`src/hw/rtl/hpc_pkg.sv`:
```
// Types, constants and palette ROM of the heatmap colorizer
`timescale 1ns / 1ps
`default_nettype none

package hpc_pkg;

	localparam int SAMPLE_W  = 24;
	localparam int CFG_W     = 24;
	localparam int DIFF_W    = SAMPLE_W + 1;
	localparam int GAIN_W    = 24;
	localparam int PROD_W    = DIFF_W + GAIN_W;
	localparam int COLOR_W   = 8;
	localparam int IDX_W     = 5;
	localparam int FRAC_W    = 8;
	localparam int POS_SHIFT = 16;
	localparam int CFG_IDX_W = 1;

	localparam logic [CFG_IDX_W-1:0] CFG_IDX_FLOOR = 1'b0;
	localparam logic [CFG_IDX_W-1:0] CFG_IDX_GAIN  = 1'b1;

	localparam logic [GAIN_W-1:0]  GAIN_RESET   = 24'd6226;
	localparam logic [COLOR_W-1:0] NODATA_GRAY  = 8'd127;
	localparam logic [IDX_W-1:0]   PAL_LAST     = 5'd19;
	localparam logic [IDX_W+FRAC_W-1:0] PAL_LAST_POS = 13'd4864;

	typedef struct packed {
		logic valid;
		logic nodata;
	} ctl_t;

	typedef struct packed {
		logic [COLOR_W-1:0] red;
		logic [COLOR_W-1:0] green;
		logic [COLOR_W-1:0] blue;
	} rgb_t;

	function automatic rgb_t palette_rgb(input logic [IDX_W-1:0] idx);
		rgb_t c;
		unique case (idx)
			5'd0:    c = '{8'h44, 8'h01, 8'h54};
			5'd1:    c = '{8'h48, 8'h15, 8'h67};
			5'd2:    c = '{8'h48, 8'h26, 8'h77};
			5'd3:    c = '{8'h45, 8'h37, 8'h81};
			5'd4:    c = '{8'h40, 8'h47, 8'h88};
			5'd5:    c = '{8'h39, 8'h56, 8'h8C};
			5'd6:    c = '{8'h33, 8'h63, 8'h8D};
			5'd7:    c = '{8'h2D, 8'h70, 8'h8E};
			5'd8:    c = '{8'h28, 8'h7D, 8'h8E};
			5'd9:    c = '{8'h23, 8'h8A, 8'h8D};
			5'd10:   c = '{8'h1F, 8'h96, 8'h8B};
			5'd11:   c = '{8'h20, 8'hA3, 8'h87};
			5'd12:   c = '{8'h29, 8'hAF, 8'h7F};
			5'd13:   c = '{8'h3C, 8'hBB, 8'h75};
			5'd14:   c = '{8'h55, 8'hC6, 8'h67};
			5'd15:   c = '{8'h73, 8'hD0, 8'h55};
			5'd16:   c = '{8'h95, 8'hD8, 8'h40};
			5'd17:   c = '{8'hB8, 8'hDE, 8'h29};
			5'd18:   c = '{8'hDC, 8'hE3, 8'h19};
			5'd19:   c = '{8'hFD, 8'hE7, 8'h25};
			default: c = '0;
		endcase
		return c;
	endfunction

endpackage

`default_nettype wire

```
`src/hw/rtl/hpc_lookup.sv`:
```
// Stage 3: position clamp and palette ROM reads
`timescale 1ns / 1ps
`default_nettype none

module hpc_lookup (
	input  wire logic                         clk,
	input  wire logic                         arst_n,
	input  wire logic                         en,
	input  wire hpc_pkg::ctl_t                ctl_s2,
	input  wire logic signed [hpc_pkg::PROD_W-1:0] prod_s2,
	output hpc_pkg::ctl_t                     ctl_s3,
	output hpc_pkg::rgb_t                     lo_s3,
	output hpc_pkg::rgb_t                     hi_s3,
	output logic [hpc_pkg::FRAC_W-1:0]        frac_s3
);

	localparam int POS_W = hpc_pkg::IDX_W + hpc_pkg::FRAC_W;

	logic [hpc_pkg::IDX_W-1:0]  lo_idx;
	logic [hpc_pkg::IDX_W-1:0]  hi_idx;
	logic [hpc_pkg::FRAC_W-1:0] frac;
	logic [POS_W-1:0]           pos_lo;
	logic                       pos_big;

	assign pos_lo  = prod_s2[hpc_pkg::POS_SHIFT +: POS_W];
	assign pos_big = |prod_s2[hpc_pkg::PROD_W-2:hpc_pkg::POS_SHIFT+POS_W];

	always_comb begin
		priority if (prod_s2[hpc_pkg::PROD_W-1] || (prod_s2 == '0)) begin
			lo_idx = '0;
			hi_idx = '0;
			frac   = '0;
		end else if (pos_big || (pos_lo >= hpc_pkg::PAL_LAST_POS)) begin
			lo_idx = hpc_pkg::PAL_LAST;
			hi_idx = hpc_pkg::PAL_LAST;
			frac   = '0;
		end else begin
			lo_idx = pos_lo[POS_W-1:hpc_pkg::FRAC_W];
			hi_idx = pos_lo[POS_W-1:hpc_pkg::FRAC_W] + 1'b1;
			frac   = pos_lo[hpc_pkg::FRAC_W-1:0];
		end
	end

	always_ff @(posedge clk or negedge arst_n) begin
		if (!arst_n) begin
			ctl_s3 <= '0;
		end else if (en) begin
			ctl_s3 <= ctl_s2;
		end
	end

	always_ff @(posedge clk) begin
		if (en) begin
			lo_s3   <= hpc_pkg::palette_rgb(lo_idx);
			hi_s3   <= hpc_pkg::palette_rgb(hi_idx);
			frac_s3 <= frac;
		end
	end

endmodule

`default_nettype wire

```
`config.mk`:
```
export PLATFORM = sky130hd
export DESIGN_NAME = hpc_lookup
export DESIGN_NICKNAME = d
export VERILOG_FILES = /design/src/hw/rtl/hpc_pkg.sv /design/src/hw/rtl/hpc_lookup.sv
export SDC_FILE = /design/constraint.sdc
export NUM_CORES = 1
export LEC_CHECK = 0
export BUFFER_PORTS_ARGS = -buffer_cell sky130_fd_sc_hd__buf_2
export CORE_MARGIN = 4
export CORE_UTILIZATION = 40
export CTS_CLUSTER_SIZE = 40
export DETAILED_ROUTE_END_ITERATION = 8
export PLACE_DENSITY = 0.74
export SYNTH_ARGS = -nofsm -noshare
export SYNTH_HDL_FRONTEND = slang
export SYNTH_SLANG_ARGS = --single-unit
```
`constraint.sdc`:
```
create_clock -name clk -period 1.1 [get_ports clk]
set_input_delay 0.22 -clock clk [delete_from_list [all_inputs] [get_ports clk]]
set_output_delay 0.22 -clock clk [all_outputs]
set_load 0.01 [all_outputs]
```
==> impl_metrics.ini, run 1 <==
[placement]
port_buffers = 111
dp_slack_ns = -1.64
post-dp-hpwl_mm = 10.5
place_congestion = 0.922
dp.cells = 723

[setup_path]
worst-path-max-fanout = 5
crit_type = input port to register
r2r_slack_ns = 0.21
worstSetupEndpointType = register
cp.arrival_ns = 2.43
cp-start-kind = input port
cp_data_required_time_ns = 1.20

[route]
drc = 0
drt-total-wl_mm = 15.6
viasPerCell = 5.83
dr.pass1.iters = 5
vias = 4489
drt-wirelength-per-cell_um = 20.3
met2_length_mm = 7.59
ant_nets = 0
dr_wl_met3_mm = 1.59
routed.top_layer = met4
wl_met1_mm = 6.05
initialDrtViolationCount = 458

[logic_synthesis]
syn-mean-instance-area_um2 = 10.1
synth_warnings = 0
syn_inst = 380
synth_area_um2 = 3840
seq_area_frac_synth_pct = 45.1
ys_seq_elements = 58
synth.distinct_cells = 73
synth_fp_nets = 452
ys.flop_type = edfxtp_1
synthArstFlopShare_pct = 3.45
synth-edff-count = 56

[floorplan]
die_w_um = 106
core-area_um2 = 9280
start_util_pct = 41.3
row_count = 35
die_area_um2 = 11200
die_y_um = 106
ios = 112

[clocking]
clockBufferDepth = 2
htreeDepth = 3
cts_buffers = 9
cts_tree = built
cts-root-buf = clkbuf_8
clock_sinks = 58
clock_latency_ns = 0.35
clk_pin_slew_ns = 0.08

[final_layout]
layout_common_cells = buf_4 (113), buf_2 (103), edfxtp_1 (56)
finalNonFillerCells = 770
area_delta_synth_final_pct = 76.6
finalNetCount = 708
final_layout_size_suffix_gt1_share_pct = 63.8
n_antenna_cell = 0
final_common_cell = buf_4
utilization_pct = 73.0
fill_cells = 638

[power_and_ir_drop]
leakagePower_nw = 2.81
peakVddDrop_v = 0.000499
power_mw = 6.34
p_per_area_nw_per_um2 = 935

[grt]
antenna_found_initial = 0
grtUsageTotal_pct = 26.8
grt_max_degree = 32
grt_pass1_vias = 4428
grt_remaining_overflow = 0
grt_pass1_wl_mm = 23.5

[timing]
clock.fmax_mhz = 429
final-setup-viol-count = 63
relSlewSlack_pct = 61.5
final.min_clock_period_ns = 2.33
fin_crit_sh_pct = 212
slew_viol_final = 0
rsz0062_at_grt = yes
fin_setup_tns_ns = -57.90
final_hold_viol_count = 0
worst_pin_slew_ns = 0.577
layout_setup_ws_ns = -1.23
fin_skew_ns = 0

[outcome]
violations = negative setup slack
status = finished, violations left

[min_path]
min_path_type = input port to register

[flow_run]
maxCapViolCount = 0
state kept, by name (all words and copies together), names as in the netlist:
register	count
ctl_s3	2
frac_s3	8
hi_s3	24
lo_s3	24
routing by layer:
layer | track usage (%) | up-vias
li1 | - | 1988
met1 | 35.0 | 2132
met2 | 44.6 | 319
met3 | 6.01 | 50
met4 | 8.23 | 0
met5 | 0 | -
logic make-up (layout without fill, tap and decap cells):
group / Yosys count / count (layout) / synth area share, %
xor+xnor: 5 / 5 / 1.14
compound gates: 122 / 122 / 23.1
fa+ha+maj: 18 / 18 / 5.87
mux: 8 / 8 / 2.18
buf+inv: 46 / 307 / 5.44
flops: 58 / 58 / 45.1
simple gates: 123 / 123 / 17.2
area by class of cell:
class / count / area, µm² / share of cell area, %
clock buffer: 10 / 138 / 2.03
clock inverter: 6 / 42.5 / 0.628
inverter: 17 / 98.8 / 1.46
multi-input combinational: 276 / 2520 / 37.1
sequential: 58 / 1730 / 25.6
tap: 129 / 161 / 2.38
timing repair buffer: 273 / 2080 / 30.7
timing repair inverter: 1 / 7.51 / 0.111
critical path, stage by stage:
cell	delay (ns)
buf_6	0.09
or4_4	0.52
or2_4	0.29
o41ai_4	0.25
or2_1	0.20
buf_12	0.13
inv_8	0.04
ha_4	0.15
buf_4	0.16
o2bb2ai_1	0.12
a211o_1	0.26
final timing paths:
kind,startpoint,depth (start not counted),endpoint
worst max-delay path,prod_s2[41],11,hi_s3[16]$_DFFE_PP_
worst min-delay path,ctl_s2[1],2,ctl_s3[1]$_DFFE_PN0P_
worst max register to register,ctl_s3[0]$_DFFE_PN0P_,2,ctl_s3[0]$_DFFE_PN0P_
worst min register to register,ctl_s3[1]$_DFFE_PN0P_,2,ctl_s3[1]$_DFFE_PN0P_
max in group asynchronous,arst_n,2,ctl_s3[0]$_DFFE_PN0P_
min in group asynchronous,arst_n,2,ctl_s3[1]$_DFFE_PN0P_
cells in the mapped netlist, drive strengths merged, types with 3 or more instances:
library cell	n	area, µm²
a21oi	18	93.8
o22ai	5	31.3
a32oi	3	26.3
inv	16	60.1
and3	12	75.1
or2	3	21.3
nor2	24	90.1
a211o	4	35.0
nand4	4	25.0
edfxtp	56	1680
o21ai	29	145
o31ai	3	36.3
nor4	10	81.3
a211oi	3	22.5
nand2	30	113
a311oi	3	26.3
nand3	19	100
a31oi	10	62.6
o211ai	5	37.5
mux2	3	33.8
o21bai	4	45.0
or4	4	37.5
buf	12	81.3
o221ai	3	32.5
xnor2	4	35.0
ha	18	225
clkbuf	17	63.8
mux2i	5	50.1
a22oi	6	45.0
nor3	8	50.1
report_power, final:
group          total [mW]  switching (mW)  internal (mW)
Combinational        1.83           0.952          0.882
Sequential           2.67          0.0514           2.62
Clock                1.83           0.953          0.877
per-stage QoR:
stage / hold slack (ns) / instance area (µm²)
final: 0.127 / 6780
after global routing: 0.123 / 6780
after CTS: 0.100 / 6540
after detailed placement: 0.00728 / 5680
after global placement: 0.00442 / 5680
after floorplan: -0.0756 / 4140
what timing repair did:
item | CTS | global route
gates resized for setup | 112 | 40
cloned | 1 | 0
hold endpoints to repair | 2 | 0
setup endpoints to repair | 68 | 94
pin swaps | 29 | 15
hold buffers | 1 | 0
setup buffers | 22 | 11
Note: power is estimated with default switching activity, not from simulation.
==> run 2: changes to the inputs <==
--- a/config.mk
+++ b/config.mk
@@ -7,10 +7,10 @@
 export LEC_CHECK = 0
 export BUFFER_PORTS_ARGS = -buffer_cell sky130_fd_sc_hd__buf_2
 export CORE_MARGIN = 4
-export CORE_UTILIZATION = 40
+export CORE_UTILIZATION = 57
 export CTS_CLUSTER_SIZE = 40
 export DETAILED_ROUTE_END_ITERATION = 8
-export PLACE_DENSITY = 0.74
+export PLACE_DENSITY = 0.95
 export SYNTH_ARGS = -nofsm -noshare
 export SYNTH_HDL_FRONTEND = slang
 export SYNTH_SLANG_ARGS = --single-unit
==> run 2 against run 1 <==
  * The flow now stops in 5_1_grt
  * Synthesized cell count stayed put
  * Synthesized area unchanged
==> impl_metrics.ini, run 2 <==
[logic_synthesis]
ys_seq_elements = 58
synth_fp_nets = 452
synth-edff-count = 56
netlist_top_cells_area = edfxtp_1 (44%), ha_1 (5.9%), o21ai_0 (3.4%)
synth_area_um2 = 3840
synth_common_cells = edfxtp_1 (56), nand2_1 (30), o21ai_0 (26), nor2_1 (24)
synth.distinct_cells = 73
seq_area_frac_synth_pct = 45.1
synth_top_area_cell = edfxtp_1
syn-mean-instance-area_um2 = 10.1
synthArstFlopShare_pct = 3.45
syn_inst = 380
synth.top_cell.area_share_pct = 43.8
synth.most_common_cell = edfxtp_1
ys.flop_type = edfxtp_1
synth_warnings = 0

[clocking]
cts-root-buf = clkbuf_8
clockBufferDepth = 2
cts_buffers = 9
clock_sinks = 58
htreeDepth = 3

[floorplan]
row_count = 29
start_util_pct = 59.4
ios = 112
die_y_um = 90.1
die_w_um = 90.1

[placement]
place_area_um2 = 5550
post-dp-hpwl_mm = 10.7
dp.cells = 660
port_buffers = 111
place_congestion = 1.05

[grt]
grt_max_degree = 32

[timing]
crit_endpoint = hi_s3[16]$_DFFE_PP_/D
endpoint_type = register input

[outcome]
firstError = [ERROR DPL-0038] Utilization greater than 100%, impossible to legalize
lastStage = 5_1_grt
status = aborted with a tool error
run 2: logic make-up after synthesis:
family	synth area share, %
compound gates	23.1
xor+xnor	1.14
fa+ha+maj	5.87
buf+inv	5.44
flops	45.1
mux	2.18
simple gates	17.2
run 2: metrics by stage:
| step | setup TNS [ns] | utilization (%) | hold slack (ns) | worst slack (ns) |
|---|---|---|---|---|
| floorplan | -67.41 | - | -0.0756 | -1.58 |
| global placement | -77.11 | 85.9 | 0.00340 | -1.58 |
| detailed placement | -85.89 | 85.9 | 0.00766 | -1.80 |
| CTS | -62.03 | 97.0 | 0.111 | -1.31 |
run 2: repair_timing:
action | CTS
resized for setup | 94
gates cloned | 0
hold buffers | 1
hold endpoints to repair | 2
endpoints found under the setup margin | 61
setup buffers | 21
pin swaps | 31
==> run 3: changes to the inputs <==
--- a/config.mk
+++ b/config.mk
@@ -7,10 +7,9 @@
 export LEC_CHECK = 0
 export BUFFER_PORTS_ARGS = -buffer_cell sky130_fd_sc_hd__buf_2
 export CORE_MARGIN = 4
-export CORE_UTILIZATION = 57
-export CTS_CLUSTER_SIZE = 40
+export CORE_UTILIZATION = 40
 export DETAILED_ROUTE_END_ITERATION = 8
-export PLACE_DENSITY = 0.95
+export PLACE_DENSITY_LB_ADDON = 0.15
 export SYNTH_ARGS = -nofsm -noshare
 export SYNTH_HDL_FRONTEND = slang
 export SYNTH_SLANG_ARGS = --single-unit
==> run 3 against run 2 <==
  * The flow now finishes, with violations (negative setup slack)
==> impl_metrics.ini, run 3 (synthesis gave the netlist of run 1 again) <==
[grt]
grt_max_degree = 32
grt_pass1_wl_mm = 22.1
grt_pass1_vias = 4121
grtUsageTotal_pct = 25.0
antenna_found_initial = 0
grt_remaining_overflow = 0

[setup_path]
cp.arrival_ns = 2.48
r2r-start = ctl_s3[1]$_DFFE_PN0P_
cp-start-kind = input port
worstSetupEndpointType = register
cp_data_required_time_ns = 1.18
crit_type = input port to register
r2r_end = ctl_s3[1]$_DFFE_PN0P_
worst-path-max-fanout = 4
r2r_slack_ns = 0.36
rr_worst_depth = 1

[timing]
fin_crit_sh_pct = 218
hold_ws_ns = 0.121
final.min_clock_period_ns = 2.40
slew_viol_final = 0
final_hold_viol_count = 0
layout_setup_ws_ns = -1.30
relSlewSlack_pct = 75.0
worst_pin_slew_ns = 0.374
fin_setup_tns_ns = -59.08
final-setup-viol-count = 57
rsz0062_at_grt = yes
clock.fmax_mhz = 416
fin_skew_ns = 0

[min_path]
hold_end = ctl_s3[0]$_DFFE_PN0P_
min-delay-start = ctl_s2[0]
hold_depth = 2
min_path_type = input port to register

[floorplan]
start_util_pct = 41.3
die_area_um2 = 11200
die_y_um = 106
ios = 112
row_count = 35
die_w_um = 106
core-area_um2 = 9280

[route]
drc = 0
ant_nets = 0
viasPerCell = 5.58
dr.pass1.iters = 5
drt-total-wl_mm = 14.5
initialDrtViolationCount = 324
drt-wirelength-per-cell_um = 18.8
vias = 4311

[power_and_ir_drop]
leakagePower_nw = 2.85
p_clk_share_pct = 27.0
p_comb_share_pct = 30.4
peakVddDrop_v = 0.000566
seqPwrFrac_pct = 42.6
internal_power_mw = 4.37
swShare_pct = 30.2
p_per_area_nw_per_um2 = 911
switchingPower_mw = 1.89

[clocking]
cts_buffers = 9
clockBufferDepth = 2
clock_latency_ns = 0.33
htreeDepth = 3
cts_tree = built
clock_sinks = 58
clk_pin_slew_ns = 0.07
cts-root-buf = clkbuf_8

[final_layout]
fin_area_um2 = 6860
area_delta_synth_final_pct = 78.9
seqCellArea_um2 = 1730
finalNetCount = 710
fill_cells = 674
final_common_cell = buf_4
reg.largest.list = hi_s3: 24 flops, lo_s3: 24 flops, frac_s3: 8 flops
final_layout_size_suffix_gt1_share_pct = 65.9
multi_input_area_um2 = 2590
finalNonFillerCells = 772
layout_common_cells = buf_4 (113), buf_2 (102), edfxtp_1 (56)
n_antenna_cell = 0

[placement]
dp_slack_ns = -1.67
place_area_um2 = 5610
dp.cells = 714
post-dp-hpwl_mm = 10.3
port_buffers = 111
place_congestion = 0.881

[outcome]
status = finished, violations left
violations = negative setup slack

[flow_run]
maxCapViolCount = 0
run 3: routing by layer:
layer / track usage, % / share of wire, %
met5: 0 / 0
met4: 5.74 / 1.5
met3: 4.92 / 9.0
met2: 39.3 / 46
met1: 35.8 / 44
run 3: critical path, stage by stage:
cell	delay, ns
buf_6	0.09
or4_4	0.52
or2_4	0.29
o41ai_4	0.29
buf_4	0.19
o21bai_4	0.15
ha_4	0.25
buf_6	0.14
buf_6	0.13
a21oi_2	0.12
o22ai_2	0.09
run 3: through the flow:
step                power, mW  util, %
global route             6.52     73.9
floorplan                3.42        -
CTS                      6.08     69.5
finish                   6.25     73.9
detailed placement       4.18     60.5
global placement         4.17     60.5
run 3: timing repair:
action / 4_1_cts / 5_1_grt
endpoints found under the hold margin: 2 / 0
pin swaps: 36 / 39
endpoints found under the setup margin: 57 / 72
gates resized for setup: 108 / 66
setup buffers: 23 / 23
gates cloned: 1 / 0
hold buffers: 1 / 0
run 3: layout make-up:
cell class / count / area share (%)
clock buffers: 10 / 1.86
clock inverters: 6 / 0.510
inverters: 17 / 1.33
multi-input cells: 276 / 37.7
flip-flops and latches: 58 / 25.2
well taps: 129 / 2.35
repair buffers: 275 / 30.9
repair inverters: 1 / 0.109
run 3: how the worst max path moves through the flow:
stage / from / end / cells after the start
2_1_floorplan: prod_s2[38] / hi_s3[18]$_DFFE_PP_ / 9
5_1_grt: prod_s2[38] / lo_s3[19]$_DFFE_PP_ / 11
6_report: prod_s2[38] / lo_s3[19]$_DFFE_PP_ / 11
3_3_place_gp: prod_s2[38] / hi_s3[18]$_DFFE_PP_ / 10
3_5_place_dp: prod_s2[38] / hi_s3[16]$_DFFE_PP_ / 10
4_1_cts: prod_s2[38] / hi_s3[18]$_DFFE_PP_ / 10
run 3: power by group through the flow:
stage	Combinational [mW]	Sequential, mW	Clock (mW)
floorplan	0.598	2.82	0
global placement	1.46	2.71	0
detailed placement	1.47	2.71	0
CTS	1.70	2.66	1.72
global route	2.02	2.68	1.82
finish	1.90	2.66	1.69
